$ cat config.mk
export PLATFORM = sky130hd
export DESIGN_NAME = tilt_angle_moving_average_top
export DESIGN_NICKNAME = d
export VERILOG_FILES = /design/src/hdl/tlt_pkg.sv /design/src/hdl/tlt_cordic_lane.sv /design/src/hdl/tlt_merge.sv /design/src/hdl/tilt_angle_moving_average_top.sv
export SDC_FILE = /design/constraint.sdc
export NUM_CORES = 2
export LEC_CHECK = 0
export ABC_AREA = 1
export BUFFER_PORTS_ARGS = -buffer_cell sky130_fd_sc_hd__buf_2
export CAP_MARGIN = 20
export CORE_ASPECT_RATIO = 0.7
export CORE_UTILIZATION = 60
export DETAILED_ROUTE_END_ITERATION = 10
export MAX_ROUTING_LAYER = met4
export PLACE_DENSITY = 0.82
export RECOVER_POWER = 25
export SLEW_MARGIN = 20
export SYNTH_ARGS = -nofsm -noshare
export SYNTH_HDL_FRONTEND = slang
export SYNTH_SLANG_ARGS = --single-unit
$ cat constraint.sdc
create_clock -name clk -period 7.81 [get_ports clk]
set_input_delay 0.3905 -clock clk [delete_from_list [all_inputs] [get_ports clk]]
set_output_delay 0.3905 -clock clk [all_outputs]
set_load 0.01 [all_outputs]
$ cat src/hdl/tlt_pkg.sv
`timescale 1ns / 1ps
package tlt_pkg;

	localparam int AVG_DEPTH = 5;

	localparam int IN_W      = 16;
	localparam int IN_DATA_W = 48;
	localparam int DEG_W     = 9;
	localparam int OUT_W     = 24;

	localparam int ANG_W     = 17;
	localparam int ANG_LIMIT = 46080;
	localparam int FRAC_BITS = 8;

	localparam int SCALE_SH  = 14;
	localparam int XY_W      = 34;
	localparam int ACC_W     = 26;
	localparam int RND_W     = ACC_W - FRAC_BITS;
	localparam int STEPS     = 16;
	localparam int STEP_W    = 4;
	localparam int HALF_TURN = 180 * 65536;

	localparam int POS_W    = (AVG_DEPTH > 1) ? $clog2(AVG_DEPTH) : 1;
	localparam int SUM_W    = ANG_W + POS_W + 1;
	localparam int MAG_W    = SUM_W - 1;
	localparam int Q_W      = MAG_W - FRAC_BITS;
	localparam int RECIP_SH = 24;
	localparam int RECIP_W  = RECIP_SH + 1;
	localparam logic [RECIP_W-1:0] RECIP = RECIP_W'((1 << RECIP_SH) / AVG_DEPTH + 1);
	localparam int PROD_W   = Q_W + RECIP_W;

	typedef enum logic [1:0] {
		ST_IDLE,
		ST_CORDIC,
		ST_MERGE,
		ST_EMIT
	} tlt_state_t;

	typedef struct packed {
		logic                    done;
		logic signed [ANG_W-1:0] angle;
	} tlt_lane_res_t;

	typedef struct packed {
		logic                    push;
		logic                    load_new;
		logic signed [ANG_W-1:0] angle0;
		logic signed [ANG_W-1:0] angle1;
	} tlt_push_t;

	typedef struct packed {
		logic                    done;
		logic signed [DEG_W-1:0] deg0;
		logic signed [DEG_W-1:0] deg1;
	} tlt_mean_t;

	// atan(2^-i) in q16 degrees
	function automatic logic [ACC_W-1:0] atan_q16(input logic [STEP_W-1:0] i);
		logic [ACC_W-1:0] v;
		case (i)
			4'd0:    v = ACC_W'(2949120);
			4'd1:    v = ACC_W'(1740967);
			4'd2:    v = ACC_W'(919879);
			4'd3:    v = ACC_W'(466945);
			4'd4:    v = ACC_W'(234379);
			4'd5:    v = ACC_W'(117304);
			4'd6:    v = ACC_W'(58666);
			4'd7:    v = ACC_W'(29335);
			4'd8:    v = ACC_W'(14668);
			4'd9:    v = ACC_W'(7334);
			4'd10:   v = ACC_W'(3667);
			4'd11:   v = ACC_W'(1833);
			4'd12:   v = ACC_W'(917);
			4'd13:   v = ACC_W'(458);
			4'd14:   v = ACC_W'(229);
			4'd15:   v = ACC_W'(115);
			default: v = '0;
		endcase
		return v;
	endfunction

endpackage

$ cat src/hdl/tlt_cordic_lane.sv
`timescale 1ns / 1ps
module tlt_cordic_lane (
	input  logic                                clk,
	input  logic                                arst_n,
	input  logic                                start,
	input  logic signed [tlt_pkg::IN_W-1:0]     c_in,
	input  logic signed [tlt_pkg::IN_W-1:0]     s_in,
	output tlt_pkg::tlt_lane_res_t              res
);
	import tlt_pkg::*;

	localparam logic signed [ACC_W-1:0] TURN_HALF = ACC_W'(HALF_TURN);
	localparam logic signed [RND_W-1:0] RND_MAX   = RND_W'(ANG_LIMIT);
	localparam logic signed [ANG_W-1:0] ANG_MAX   = ANG_W'(ANG_LIMIT);

	logic signed [XY_W-1:0]  xv_q, yv_q;
	logic signed [ACC_W-1:0] acc_q;
	logic [STEP_W-1:0]       cnt_q;
	logic                    busy_q, done_q, zero_q;

	logic signed [XY_W-1:0]  c_sc, s_sc, dx, dy;
	logic signed [ACC_W-1:0] step_ang, acc_rnd;
	logic signed [RND_W-1:0] rnd;
	logic signed [ANG_W-1:0] ang_sat;

	assign c_sc     = {{(XY_W-IN_W-SCALE_SH){c_in[IN_W-1]}}, c_in, {SCALE_SH{1'b0}}};
	assign s_sc     = {{(XY_W-IN_W-SCALE_SH){s_in[IN_W-1]}}, s_in, {SCALE_SH{1'b0}}};
	assign dx       = yv_q >>> cnt_q;
	assign dy       = xv_q >>> cnt_q;
	assign step_ang = signed'(atan_q16(cnt_q));

	// round to q8, then clamp to a half turn
	assign acc_rnd = acc_q + ACC_W'(128);
	assign rnd     = acc_rnd[ACC_W-1:FRAC_BITS];

	always_comb begin
		if (rnd > RND_MAX) begin
			ang_sat = ANG_MAX;
		end else if (rnd < -RND_MAX) begin
			ang_sat = -ANG_MAX;
		end else begin
			ang_sat = rnd[ANG_W-1:0];
		end
	end

	assign res.done  = done_q;
	assign res.angle = zero_q ? '0 : ang_sat;

	always_ff @(posedge clk or negedge arst_n) begin
		if (!arst_n) begin
			busy_q <= 1'b0;
			done_q <= 1'b0;
			cnt_q  <= '0;
		end else begin
			done_q <= 1'b0;
			if (start) begin
				busy_q <= 1'b1;
				cnt_q  <= '0;
			end else if (busy_q) begin
				cnt_q <= cnt_q + 1'b1;
				if (cnt_q == STEP_W'(STEPS-1)) begin
					busy_q <= 1'b0;
					done_q <= 1'b1;
				end
			end
		end
	end

	always_ff @(posedge clk) begin
		if (start) begin
			zero_q <= (c_in == '0) && (s_in == '0);
			// fold into the right half plane
			if (c_in < 0) begin
				xv_q  <= -c_sc;
				yv_q  <= -s_sc;
				acc_q <= (s_in >= 0) ? TURN_HALF : -TURN_HALF;
			end else begin
				xv_q  <= c_sc;
				yv_q  <= s_sc;
				acc_q <= '0;
			end
		end else if (busy_q) begin
			if (yv_q > 0) begin
				xv_q  <= xv_q + dx;
				yv_q  <= yv_q - dy;
				acc_q <= acc_q + step_ang;
			end else begin
				xv_q  <= xv_q - dx;
				yv_q  <= yv_q + dy;
				acc_q <= acc_q - step_ang;
			end
		end
	end

endmodule

$ cat src/hdl/tlt_merge.sv
`timescale 1ns / 1ps
module tlt_merge (
	input  logic                  clk,
	input  logic                  arst_n,
	input  tlt_pkg::tlt_push_t    push,
	output tlt_pkg::tlt_mean_t    mean
);
	import tlt_pkg::*;

	logic signed [ANG_W-1:0] last0_q, last1_q;
	logic signed [ANG_W-1:0] ring0_q [AVG_DEPTH];
	logic signed [ANG_W-1:0] ring1_q [AVG_DEPTH];
	logic [POS_W-1:0]        pos_q;
	logic signed [SUM_W-1:0] sum0_q, sum1_q;

	logic                    v_s1, v_s2, v_s3, v_s4;
	logic [Q_W-1:0]          q0_s2, q1_s2;
	logic                    neg0_s2, neg1_s2, neg0_s3, neg1_s3;
	logic [PROD_W-1:0]       prod0_s3, prod1_s3;
	logic signed [DEG_W-1:0] deg0_s4, deg1_s4;

	logic [POS_W:0]          pos_inc;
	logic [POS_W-1:0]        pos_nxt;
	logic signed [ANG_W-1:0] new0, new1;
	logic signed [SUM_W-1:0] mag0, mag1;
	logic [Q_W-1:0]          quot0, quot1;

	assign pos_inc = {1'b0, pos_q} + (POS_W+1)'(1);
	assign pos_nxt = (pos_inc < (POS_W+1)'(AVG_DEPTH)) ? pos_inc[POS_W-1:0] : '0;
	assign new0    = push.load_new ? push.angle0 : last0_q;
	assign new1    = push.load_new ? push.angle1 : last1_q;

	assign mag0  = sum0_q[SUM_W-1] ? -sum0_q : sum0_q;
	assign mag1  = sum1_q[SUM_W-1] ? -sum1_q : sum1_q;
	assign quot0 = prod0_s3[RECIP_SH +: Q_W];
	assign quot1 = prod1_s3[RECIP_SH +: Q_W];

	assign mean.done = v_s4;
	assign mean.deg0 = deg0_s4;
	assign mean.deg1 = deg1_s4;

	// ring sum kept as a running total: add the new entry, drop the one it replaces
	always_ff @(posedge clk or negedge arst_n) begin
		if (!arst_n) begin
			last0_q <= '0;
			last1_q <= '0;
			pos_q   <= '0;
			sum0_q  <= '0;
			sum1_q  <= '0;
			for (int i = 0; i < AVG_DEPTH; i++) begin
				ring0_q[i] <= '0;
				ring1_q[i] <= '0;
			end
			v_s1 <= 1'b0;
			v_s2 <= 1'b0;
			v_s3 <= 1'b0;
			v_s4 <= 1'b0;
		end else begin
			v_s1 <= push.push;
			v_s2 <= v_s1;
			v_s3 <= v_s2;
			v_s4 <= v_s3;
			if (push.push) begin
				last0_q          <= new0;
				last1_q          <= new1;
				pos_q            <= pos_nxt;
				ring0_q[pos_nxt] <= new0;
				ring1_q[pos_nxt] <= new1;
				sum0_q <= sum0_q - SUM_W'(ring0_q[pos_nxt]) + SUM_W'(new0);
				sum1_q <= sum1_q - SUM_W'(ring1_q[pos_nxt]) + SUM_W'(new1);
			end
		end
	end

	// mean: magnitude, drop q8 fraction, reciprocal multiply, restore sign
	always_ff @(posedge clk) begin
		if (v_s1) begin
			neg0_s2 <= sum0_q[SUM_W-1];
			neg1_s2 <= sum1_q[SUM_W-1];
			q0_s2   <= mag0[MAG_W-1:FRAC_BITS];
			q1_s2   <= mag1[MAG_W-1:FRAC_BITS];
		end
		if (v_s2) begin
			neg0_s3  <= neg0_s2;
			neg1_s3  <= neg1_s2;
			prod0_s3 <= PROD_W'(q0_s2) * PROD_W'(RECIP);
			prod1_s3 <= PROD_W'(q1_s2) * PROD_W'(RECIP);
		end
		if (v_s3) begin
			deg0_s4 <= neg0_s3 ? -DEG_W'(quot0) : DEG_W'(quot0);
			deg1_s4 <= neg1_s3 ? -DEG_W'(quot1) : DEG_W'(quot1);
		end
	end

endmodule

$ cat src/hdl/tilt_angle_moving_average_top.sv
`timescale 1ns / 1ps
// channel   dir  handshake          payload
// s_*       in   s_tvalid/s_tready  tdata x, y, z readings; tuser frame_valid
// m_*       out  m_tvalid/m_tready  tdata first, second mean angle in degrees
//
// one item at a time; a valid frame runs the 16 cordic steps in both lanes side
// by side, then the ring update and mean, before the next accept
// an invalid frame skips the lanes and goes straight to the ring update and mean
// reset clears the ring, the last angles and the write slot at once
// the output register holds a result while m_tready is low; the block stalls
// before loading the next result until it has been taken
module tilt_angle_moving_average_top (
	input  logic                           clk,
	input  logic                           arst_n,
	input  logic                           s_tvalid,
	output logic                           s_tready,
	// x_reading [15:0], y_reading [31:16], z_reading [47:32]
	input  logic [tlt_pkg::IN_DATA_W-1:0]  s_tdata,
	// frame_valid [0]
	input  logic [0:0]                     s_tuser,
	output logic                           m_tvalid,
	input  logic                           m_tready,
	// first_angle_deg [8:0], second_angle_deg [17:9], zero [23:18]
	output logic [tlt_pkg::OUT_W-1:0]      m_tdata
);
	import tlt_pkg::*;

	tlt_state_t    state_q, state_d;
	tlt_lane_res_t res0, res1;
	tlt_push_t     push;
	tlt_mean_t     mean;
	logic          lane_start, load_out;
	logic          m_tvalid_q;
	logic [OUT_W-1:0] m_tdata_q;

	logic signed [IN_W-1:0] x_rd, y_rd, z_rd;

	assign x_rd = s_tdata[IN_W-1:0];
	assign y_rd = s_tdata[2*IN_W-1:IN_W];
	assign z_rd = s_tdata[3*IN_W-1:2*IN_W];

	tlt_cordic_lane u_lane0 (
		.clk    (clk),
		.arst_n (arst_n),
		.start  (lane_start),
		.c_in   (x_rd),
		.s_in   (z_rd),
		.res    (res0)
	);

	tlt_cordic_lane u_lane1 (
		.clk    (clk),
		.arst_n (arst_n),
		.start  (lane_start),
		.c_in   (y_rd),
		.s_in   (z_rd),
		.res    (res1)
	);

	tlt_merge u_merge (
		.clk    (clk),
		.arst_n (arst_n),
		.push   (push),
		.mean   (mean)
	);

	always_ff @(posedge clk or negedge arst_n) begin
		if (!arst_n) begin
			state_q <= ST_IDLE;
		end else begin
			state_q <= state_d;
		end
	end

	always_comb begin
		state_d         = state_q;
		s_tready        = 1'b0;
		lane_start      = 1'b0;
		load_out        = 1'b0;
		push.push       = 1'b0;
		push.load_new   = 1'b0;
		push.angle0     = res0.angle;
		push.angle1     = res1.angle;
		unique case (state_q)
			ST_IDLE: begin
				s_tready = 1'b1;
				if (s_tvalid) begin
					if (s_tuser[0]) begin
						lane_start = 1'b1;
						state_d    = ST_CORDIC;
					end else begin
						// no new reading: repeat the last angles
						push.push = 1'b1;
						state_d   = ST_MERGE;
					end
				end
			end
			ST_CORDIC: begin
				if (res0.done) begin
					push.push     = 1'b1;
					push.load_new = 1'b1;
					state_d       = ST_MERGE;
				end
			end
			ST_MERGE: begin
				if (mean.done) begin
					state_d = ST_EMIT;
				end
			end
			ST_EMIT: begin
				if (!m_tvalid_q || m_tready) begin
					load_out = 1'b1;
					state_d  = ST_IDLE;
				end
			end
		endcase
	end

	always_ff @(posedge clk or negedge arst_n) begin
		if (!arst_n) begin
			m_tvalid_q <= 1'b0;
		end else if (load_out) begin
			m_tvalid_q <= 1'b1;
		end else if (m_tready) begin
			m_tvalid_q <= 1'b0;
		end
	end

	always_ff @(posedge clk) begin
		if (load_out) begin
			m_tdata_q <= {{(OUT_W-2*DEG_W){1'b0}}, mean.deg1, mean.deg0};
		end
	end

	assign m_tvalid = m_tvalid_q;
	assign m_tdata  = m_tdata_q;

endmodule

# Word level (Yosys, flattened, before mapping)

Memories as Yosys holds them, arrays and structs flattened.
Cells that the tools add are included.

Add/sub/neg operators: 28
Multipliers: 2
Magnitude comparators: 12
Eq/ne operators: 9
Shift operators: 4
Multiplexer cells: 80
Bitwise logic cells: 1
Reduce and logical (&&, ||, !) cells: 13

Operator list:

| cell                                                 | count |
|---|---|
| 2-to-1 mux 34 bit                                    | 16 |
| 2-to-1 mux 26 bit                                    | 9 |
| 2-to-1 mux 17 bit                                    | 13 |
| bitwise mux 85 bit                                   | 2 |
| adder 34 bit                                         | 4 |
| >>> shifter 34 x 4 -> 34 bit                         | 4 |
| subtractor 34 bit                                    | 4 |
| binary-select mux 17 bit (select 3 bit)              | 2 |
| negator 30 -> 34 bit                                 | 3 |
| > comparator 34 x 1 -> 1 bit, second input constant  | 2 |
| multiplier 12 x 20 -> 31 bit, second input constant  | 2 |
| adder 26 bit                                         | 2 |
| adder 26 x 9 -> 26 bit, second input constant        | 2 |
| subtractor 26 bit                                    | 2 |
| demux 17 bit (select 3 bit)                          | 1 |
| logical NOT 16 bit                                   | 3 |
| adder 21 x 17 -> 21 bit                              | 2 |
| subtractor 21 x 17 -> 21 bit                         | 2 |
| 2-to-1 mux 20 bit                                    | 2 |
| negator 20 bit                                       | 2 |
| > comparator 18 x 17 -> 1 bit, second input constant | 2 |
| < comparator 18 x 17 -> 1 bit, second input constant | 2 |
| < comparator 16 x 1 -> 1 bit, second input constant  | 2 |
| 2-to-1 mux 1 bit                                     | 20 |
| other kinds (25)                                     | 44 |

Register bits after elaboration: 583
Memory bits (read-only): 704
Input bits: 53
Output and inout bits: 26
Memories kept: 2

Memory list:

| memory          | depth | width | rd ports | clocked after memory_dff | write ports | line          | source |
|---|---|---|---|---|---|---|---|
| (no name shown) | 16    | 22    | 1        | 0                        | 0           | tlt_pkg.sv:60 | `case (i)` |
| (no name shown) | 16    | 22    | 1        | 0                        | 0           | tlt_pkg.sv:60 |  |

# Depth between registers and ports, before layout

Depth in word-level cells: 9
Depth in mapped cells: 34
Mapped depth without buffers: 32

# Cells and area by module

From an unflattened synthesis, not the netlist that was laid out.

Cell total of the unflattened synthesis: 8,329
Area, all modules: 56,609.3 um^2

Modules (own cells, without submodules):

| module                        | times used | cells each | area an instance (um^2) |
|---|---|---|---|
| tlt_merge                     | 1          | 2,984      | 23,789.1 |
| tlt_cordic_lane (u_lane0)     | 1          | 2,648      | 16,150.5 |
| tlt_cordic_lane (u_lane1)     | 1          | 2,631      | 15,803.9 |
| tilt_angle_moving_average_top | 1          | 66         | 865.8 |

# Worst setup path before layout

OpenSTA, ideal clock, no wires.

Path kind: reg-to-reg
Start: reg u_merge.q0_s2[10]
End: reg u_merge.prod0_s3[29] (data pin)
Setup time: 258 ps
Arrival: 4,390 ps
Data required time: 7,552 ps
Path slack: 3,162 ps
Stages on the path, launching flop included: 21
Buffers on the path: 1
Clock period less this slack: 4,648 ps
Cells stage by stage: edfxtp_1 -> inv_1 -> ha_1 -> inv_1 -> fa_1 -> inv_1 -> fa_1 -> inv_1 -> fa_1 -> fa_1 -> ha_1 -> clkbuf_1 -> nand2_1 -> nor2_1 -> inv_1 -> nor3_1 -> nand3_1 -> o21ai_0 -> nand2_1 -> nand3_1 -> xor2_1

Cells in the longest elaborated chain, start to end: 1

RTL lines:

| item                         | line            | source |
|---|---|---|
| start: declaration           | tlt_merge.sv:17 | `logic [Q_W-1:0] q0_s2, q1_s2;` |
| start signal: assignment     | tlt_merge.sv:80 | `q0_s2 <= mag0[MAG_W-1:FRAC_BITS];` |
| multiplier 12 x 20 -> 31 bit | tlt_merge.sv:86 | `prod0_s3 <= PROD_W'(q0_s2) * PROD_W'(RECIP);` |
| end signal: assignment       | tlt_merge.sv:86 |  |
| end: declaration             | tlt_merge.sv:19 | `logic [PROD_W-1:0] prod0_s3, prod1_s3;` |

Every way passes these cells.
A chain may end at the register's enable or synchronous reset.

# Final worst setup path

Start: reg u_lane1.cnt_q[0]
End: reg u_lane1.yv_q[19] (data pin)

Cells in the longest elaborated chain, start to end: 5

RTL lines:

| item                                                     | line                                         | source |
|---|---|---|
| start: declaration                                       | tlt_cordic_lane.sv:18                        | `logic [STEP_W-1:0] cnt_q;` |
| start signal: assignment                                 | tlt_cordic_lane.sv:60                        | `cnt_q <= cnt_q + 1'b1;` |
| >>> shifter 34 x 4 -> 34 bit *                           | tlt_cordic_lane.sv:29                        | `assign dy = xv_q >>> cnt_q;` |
| adder 34 bit / subtractor 34 bit (equally long branches) | tlt_cordic_lane.sv:89, tlt_cordic_lane.sv:85 |  |
| 2-to-1 mux 34 bit *                                      | tlt_cordic_lane.sv:83                        | `if (yv_q > 0) begin` |
| 2-to-1 mux 34 bit *                                      | tlt_cordic_lane.sv:82                        | `end else if (busy_q) begin` |
| 2-to-1 mux 34 bit *                                      | tlt_cordic_lane.sv:70                        | `if (start) begin` |
| end signal: assignment                                   | tlt_cordic_lane.sv:75                        | `yv_q <= -s_sc;` |
| end signal: assignment                                   | tlt_cordic_lane.sv:85                        | `yv_q <= yv_q - dy;` |
| end signal: assignment                                   | tlt_cordic_lane.sv:89                        | `yv_q <= yv_q + dy;` |
| end: declaration                                         | tlt_cordic_lane.sv:16                        | `logic signed [XY_W-1:0] xv_q, yv_q;` |

Every way passes the cells marked *; elsewhere a longest branch is shown, timed or not. The select of a mux whose other input is x is not followed.

==> flow_summary_export.csv <==
group,metric,value,unit
run_status,outcome,"finished, violations left",
run_status,failed_checks,"max-capacitance violations, max-slew violations",
sta,setup_total_negative_slack,0,ns
global_routing,total_congestion_overflow_after_global_routing,0,
die,floorplan.rows,91,
route,drt_first_pass_iters,6,
logic_synthesis,syn-instance-count,7741,
sta,final-hold-violation-count,0,
global_routing,number_of_antenna_violations_at_the_first_check_in_global_routing,3,
die,floorplan.die.width,360,um
logic_synthesis,synth.yosys.warnings,0,
clock_tree,clock_tree.htree_level_count,2,
sta,max_freq,0.157,GHz
die,die_area,90800,sq um
placed_design,dpl_worst_slack,1.65,ns
logic_synthesis,synth_top_cells_by_count,"2260 x sky130_fd_sc_hd__nand2_1, 804 x sky130_fd_sc_hd__nand3_1, 738 x sky130_fd_sc_hd__inv_1",
sta,slew_headroom,-224,%
sta,post-route-min-period,6.36,ns
route,route.met3.wl,19600,um
sta,grt_setup_unrepaired,"no",
logic_synthesis,synthesis.area,53700,sq um
clock_tree,cts-buffers-inserted,58,
logic_synthesis,yosys_register_bits,539,
clock_tree,clk-insertion-delay-late,0.69,ns
logic_synthesis,post_synth_edffs,272,
clock_tree,clk_path_buf_depth,3,
critical_path,worstSetupStartpointType,"register",
route,drt-wirelength-per-cell,18.7,um
route,drtAntennaViolNets,0,
logic_synthesis,synthFlopType,"sky130_fd_sc_hd__edfxtp_1",
sta,fin_ws,1.45,ns
logic_synthesis,asyncSetResetFlopFracSynth,49.5,%
route,met2RoutedLength,66900,um
logic_synthesis,netlist.area_leader.share,15.8,%
sta,final_worst_path_period_share,81.5,%
route,met1_length,76600,um
die,number_of_top_level_pins,79,
clock_tree,tritoncts_num_sinks,539,
route,drcViolationCount,0,
route,drt_iter0_markers,6804,
global_routing,first_global_vias,49000,
layout,nNetsFinal,8274,
route,detailroute.via_count,53500,
die,die_h,252,um
die,placeableCoreArea,88400,sq um
placed_design,gpl.final_weighted_congestion,1.02,
logic_synthesis,synthDominantAreaCellType,"sky130_fd_sc_hd__nand2_1",
critical_path,critPathCaptureType,"register",
route,routed_wirelength,166000,um
layout,final_layout_size_suffix_gt1_share,3.91,%
run,timing.max_cap.violations,2,
die,start_util,60.8,%
min_path,worst_hold_path_type,"input pin to register",
placed_design,dp_hpwl,125000,um
critical_path,crit_arrival,6.76,ns
logic_synthesis,synth_sequential_area_ratio,27.6,%
critical_path,cp_data_required_time,8.21,ns
sta,setup_viol,0,
sta,worst_slew_pin_slew,4.87,ns
route,post_drt_via_cell_ratio,6.02,
layout,areaGrowthSynthToFinish,5.87,%
clock_tree,postCtsResizedCells,0,
clock_tree,clk_root_buffer_cell,"sky130_fd_sc_hd__clkbuf_16",
sta,finClkSkew,0.0356,ns
critical_path,crit_fanout,79,
critical_path,worst-setup-path-type,"register to register",
logic_synthesis,synth_cell_type_count,64,
sta,timing_max_transition_violations_final,153,
global_routing,grt_start_max_net_pins,184,
route,dr.max_layer_used,"met4",
clock_tree,cts.reportedPaths.clkPinSlew,0.08,ns
placed_design,portBuffers,72,
logic_synthesis,synth_top_cells_by_area,"sky130_fd_sc_hd__nand2_1 16%, sky130_fd_sc_hd__edfxtp_1 15%, sky130_fd_sc_hd__dfrtp_1 12%, sky130_fd_sc_hd__ha_1 9.6%, sky130_fd_sc_hd__nand3_1 7.5%",
global_routing,first_pass_grt_wire_length,263000,um
clock_tree,tritoncts,"done",
logic_synthesis,synth_most_common_cell,"sky130_fd_sc_hd__nand2_1",
logic_synthesis,post_synth.cell_area_avg,6.94,sq um
layout,filler_cell_count,7954,
global_routing,total_global_routing_track_utilization,37.0,%
==> cell families after synthesis <==
kind of cell	Yosys count	share of synthesized area (%)
flops	539	27.6
xor+xnor	303	4.94
simple gates	3980	30.9
mux	9	0.170
other cells	1	0.00698
buf+inv	1004	7.45
fa+ha+maj	548	14.6
compound gates	1357	14.3
==> state kept, by name, indices dropped and copies added (netlist names), 12 cells and up <==
signal / cells
m_tdata: 18
u_lane0.xv_q: 34
u_merge.last0_q: 17
u_merge.q0_s2: 12
u_lane0.yv_q: 34
u_merge.sum1_q: 21
u_merge.ring0_q: 85
u_lane0.acc_q: 26
u_merge.sum0_q: 21
u_merge.last1_q: 17
u_merge.q1_s2: 12
u_lane1.xv_q: 34
u_lane1.yv_q: 34
u_lane1.acc_q: 26
u_merge.ring1_q: 85
==> timing repair <==
| action | 4_1_cts | 5_1_grt |
|---|---|---|
| hold buffers | 2 | 0 |
| hold endpoints to repair | 85 | 0 |
| setup buffers | 0 | 0 |
| endpoints found under the setup margin | 0 | 0 |
==> layer usage <==
layer | GRT usage (%) | up-vias
li1 | - | 25800
met1 | 55.8 | 24800
met2 | 50.8 | 2721
met3 | 7.17 | 228
met4 | 7.75 | 0
met5 | - | -
==> placed cells by master, fill, tap and decap left out, types with 62 or more instances in the layout <==
| cell | n |
|---|---|
| sky130_fd_sc_hd__nand2_1 | 2258 |
| sky130_fd_sc_hd__nand3_1 | 804 |
| sky130_fd_sc_hd__inv_1 | 732 |
| sky130_fd_sc_hd__nor2_1 | 624 |
| sky130_fd_sc_hd__a21oi_1 | 552 |
| sky130_fd_sc_hd__o21ai_0 | 453 |
| sky130_fd_sc_hd__ha_1 | 414 |
| sky130_fd_sc_hd__edfxtp_1 | 272 |
| sky130_fd_sc_hd__dfrtp_1 | 259 |
| sky130_fd_sc_hd__xor2_1 | 178 |
| sky130_fd_sc_hd__fa_1 | 134 |
| sky130_fd_sc_hd__xnor2_1 | 125 |
| sky130_fd_sc_hd__nor3_1 | 104 |
| sky130_fd_sc_hd__a31oi_1 | 68 |
| sky130_fd_sc_hd__clkbuf_16 | 62 |
==> worst paths after layout <==
check / start / end / slack (ns) / cells after the start
worst max-delay path: u_lane1.cnt_q[0] / u_lane1.yv_q[19] / 1.45 / 23
worst min-delay path: s_tdata[27] / u_lane1.xv_q[29] / 0.11 / 2
worst max register to register: u_lane1.cnt_q[0] / u_lane1.yv_q[19] / 1.45 / 23
worst min register to register: u_merge.deg0_s4[7] / m_tdata[7] / 0.42 / 0
max in group asynchronous: arst_n / u_merge.last1_q[2] / 1.86 / 4
min in group asynchronous: arst_n / u_merge.v_s4 / 2.05 / 2
==> stage by stage <==
step / instance area (sq um) / cells / utilization, % / hold slack (ns)
finish: 56900 / 8887 / 64.4 / 0.114
global route: 56900 / 8886 / 64.4 / 0.0985
CTS: 56900 / 8882 / 64.4 / 0.0827
detailed placement: 54800 / 8772 / 62.0 / 0.405
global placement: 54800 / 8772 / 62.0 / 0.400
floorplan: 53700 / 7746 / - / 0.0949
==> area by class of cell <==
class,count,area (sq um),share of cell area [%]
Sequential cell,539,14900,26.1
Tap cell,1162,1450,2.56
Multi-Input combinational cell,6203,35000,61.5
Clock inverter,25,280,0.493
Clock buffer,83,1750,3.08
Inverter,751,2830,4.97
Antenna cell,4,10.0,0.0176
Timing Repair Buffer,120,733,1.29
==> worst max-delay path, stage by stage (launching register included) <==
cell	delay (ns)
sky130_fd_sc_hd__dfrtp_2	0.34
sky130_fd_sc_hd__buf_4	0.61
sky130_fd_sc_hd__clkinv_2	0.95
sky130_fd_sc_hd__nand2_1	0.32
sky130_fd_sc_hd__nand3_1	0.13
sky130_fd_sc_hd__nand3_1	0.16
sky130_fd_sc_hd__nand3_1	0.08
sky130_fd_sc_hd__o21ai_1	0.32
sky130_fd_sc_hd__ha_1	0.23
sky130_fd_sc_hd__nand3_1	0.12
sky130_fd_sc_hd__inv_1	0.10
sky130_fd_sc_hd__nand2_1	0.16
sky130_fd_sc_hd__o21ai_0	0.23
sky130_fd_sc_hd__xnor2_1	0.14
sky130_fd_sc_hd__inv_1	0.07
sky130_fd_sc_hd__ha_1	0.33
sky130_fd_sc_hd__a21oi_1	0.19
sky130_fd_sc_hd__o21a_1	0.14
sky130_fd_sc_hd__a21boi_0	0.46
sky130_fd_sc_hd__o21ai_0	0.32
sky130_fd_sc_hd__a21oi_1	0.32
sky130_fd_sc_hd__o21ai_0	0.12
sky130_fd_sc_hd__a21oi_1	0.15
sky130_fd_sc_hd__a21oi_1	0.07
Power is not shown: default switching activity piles up to over one toggle a cycle in this logic, so the estimate is an artifact.
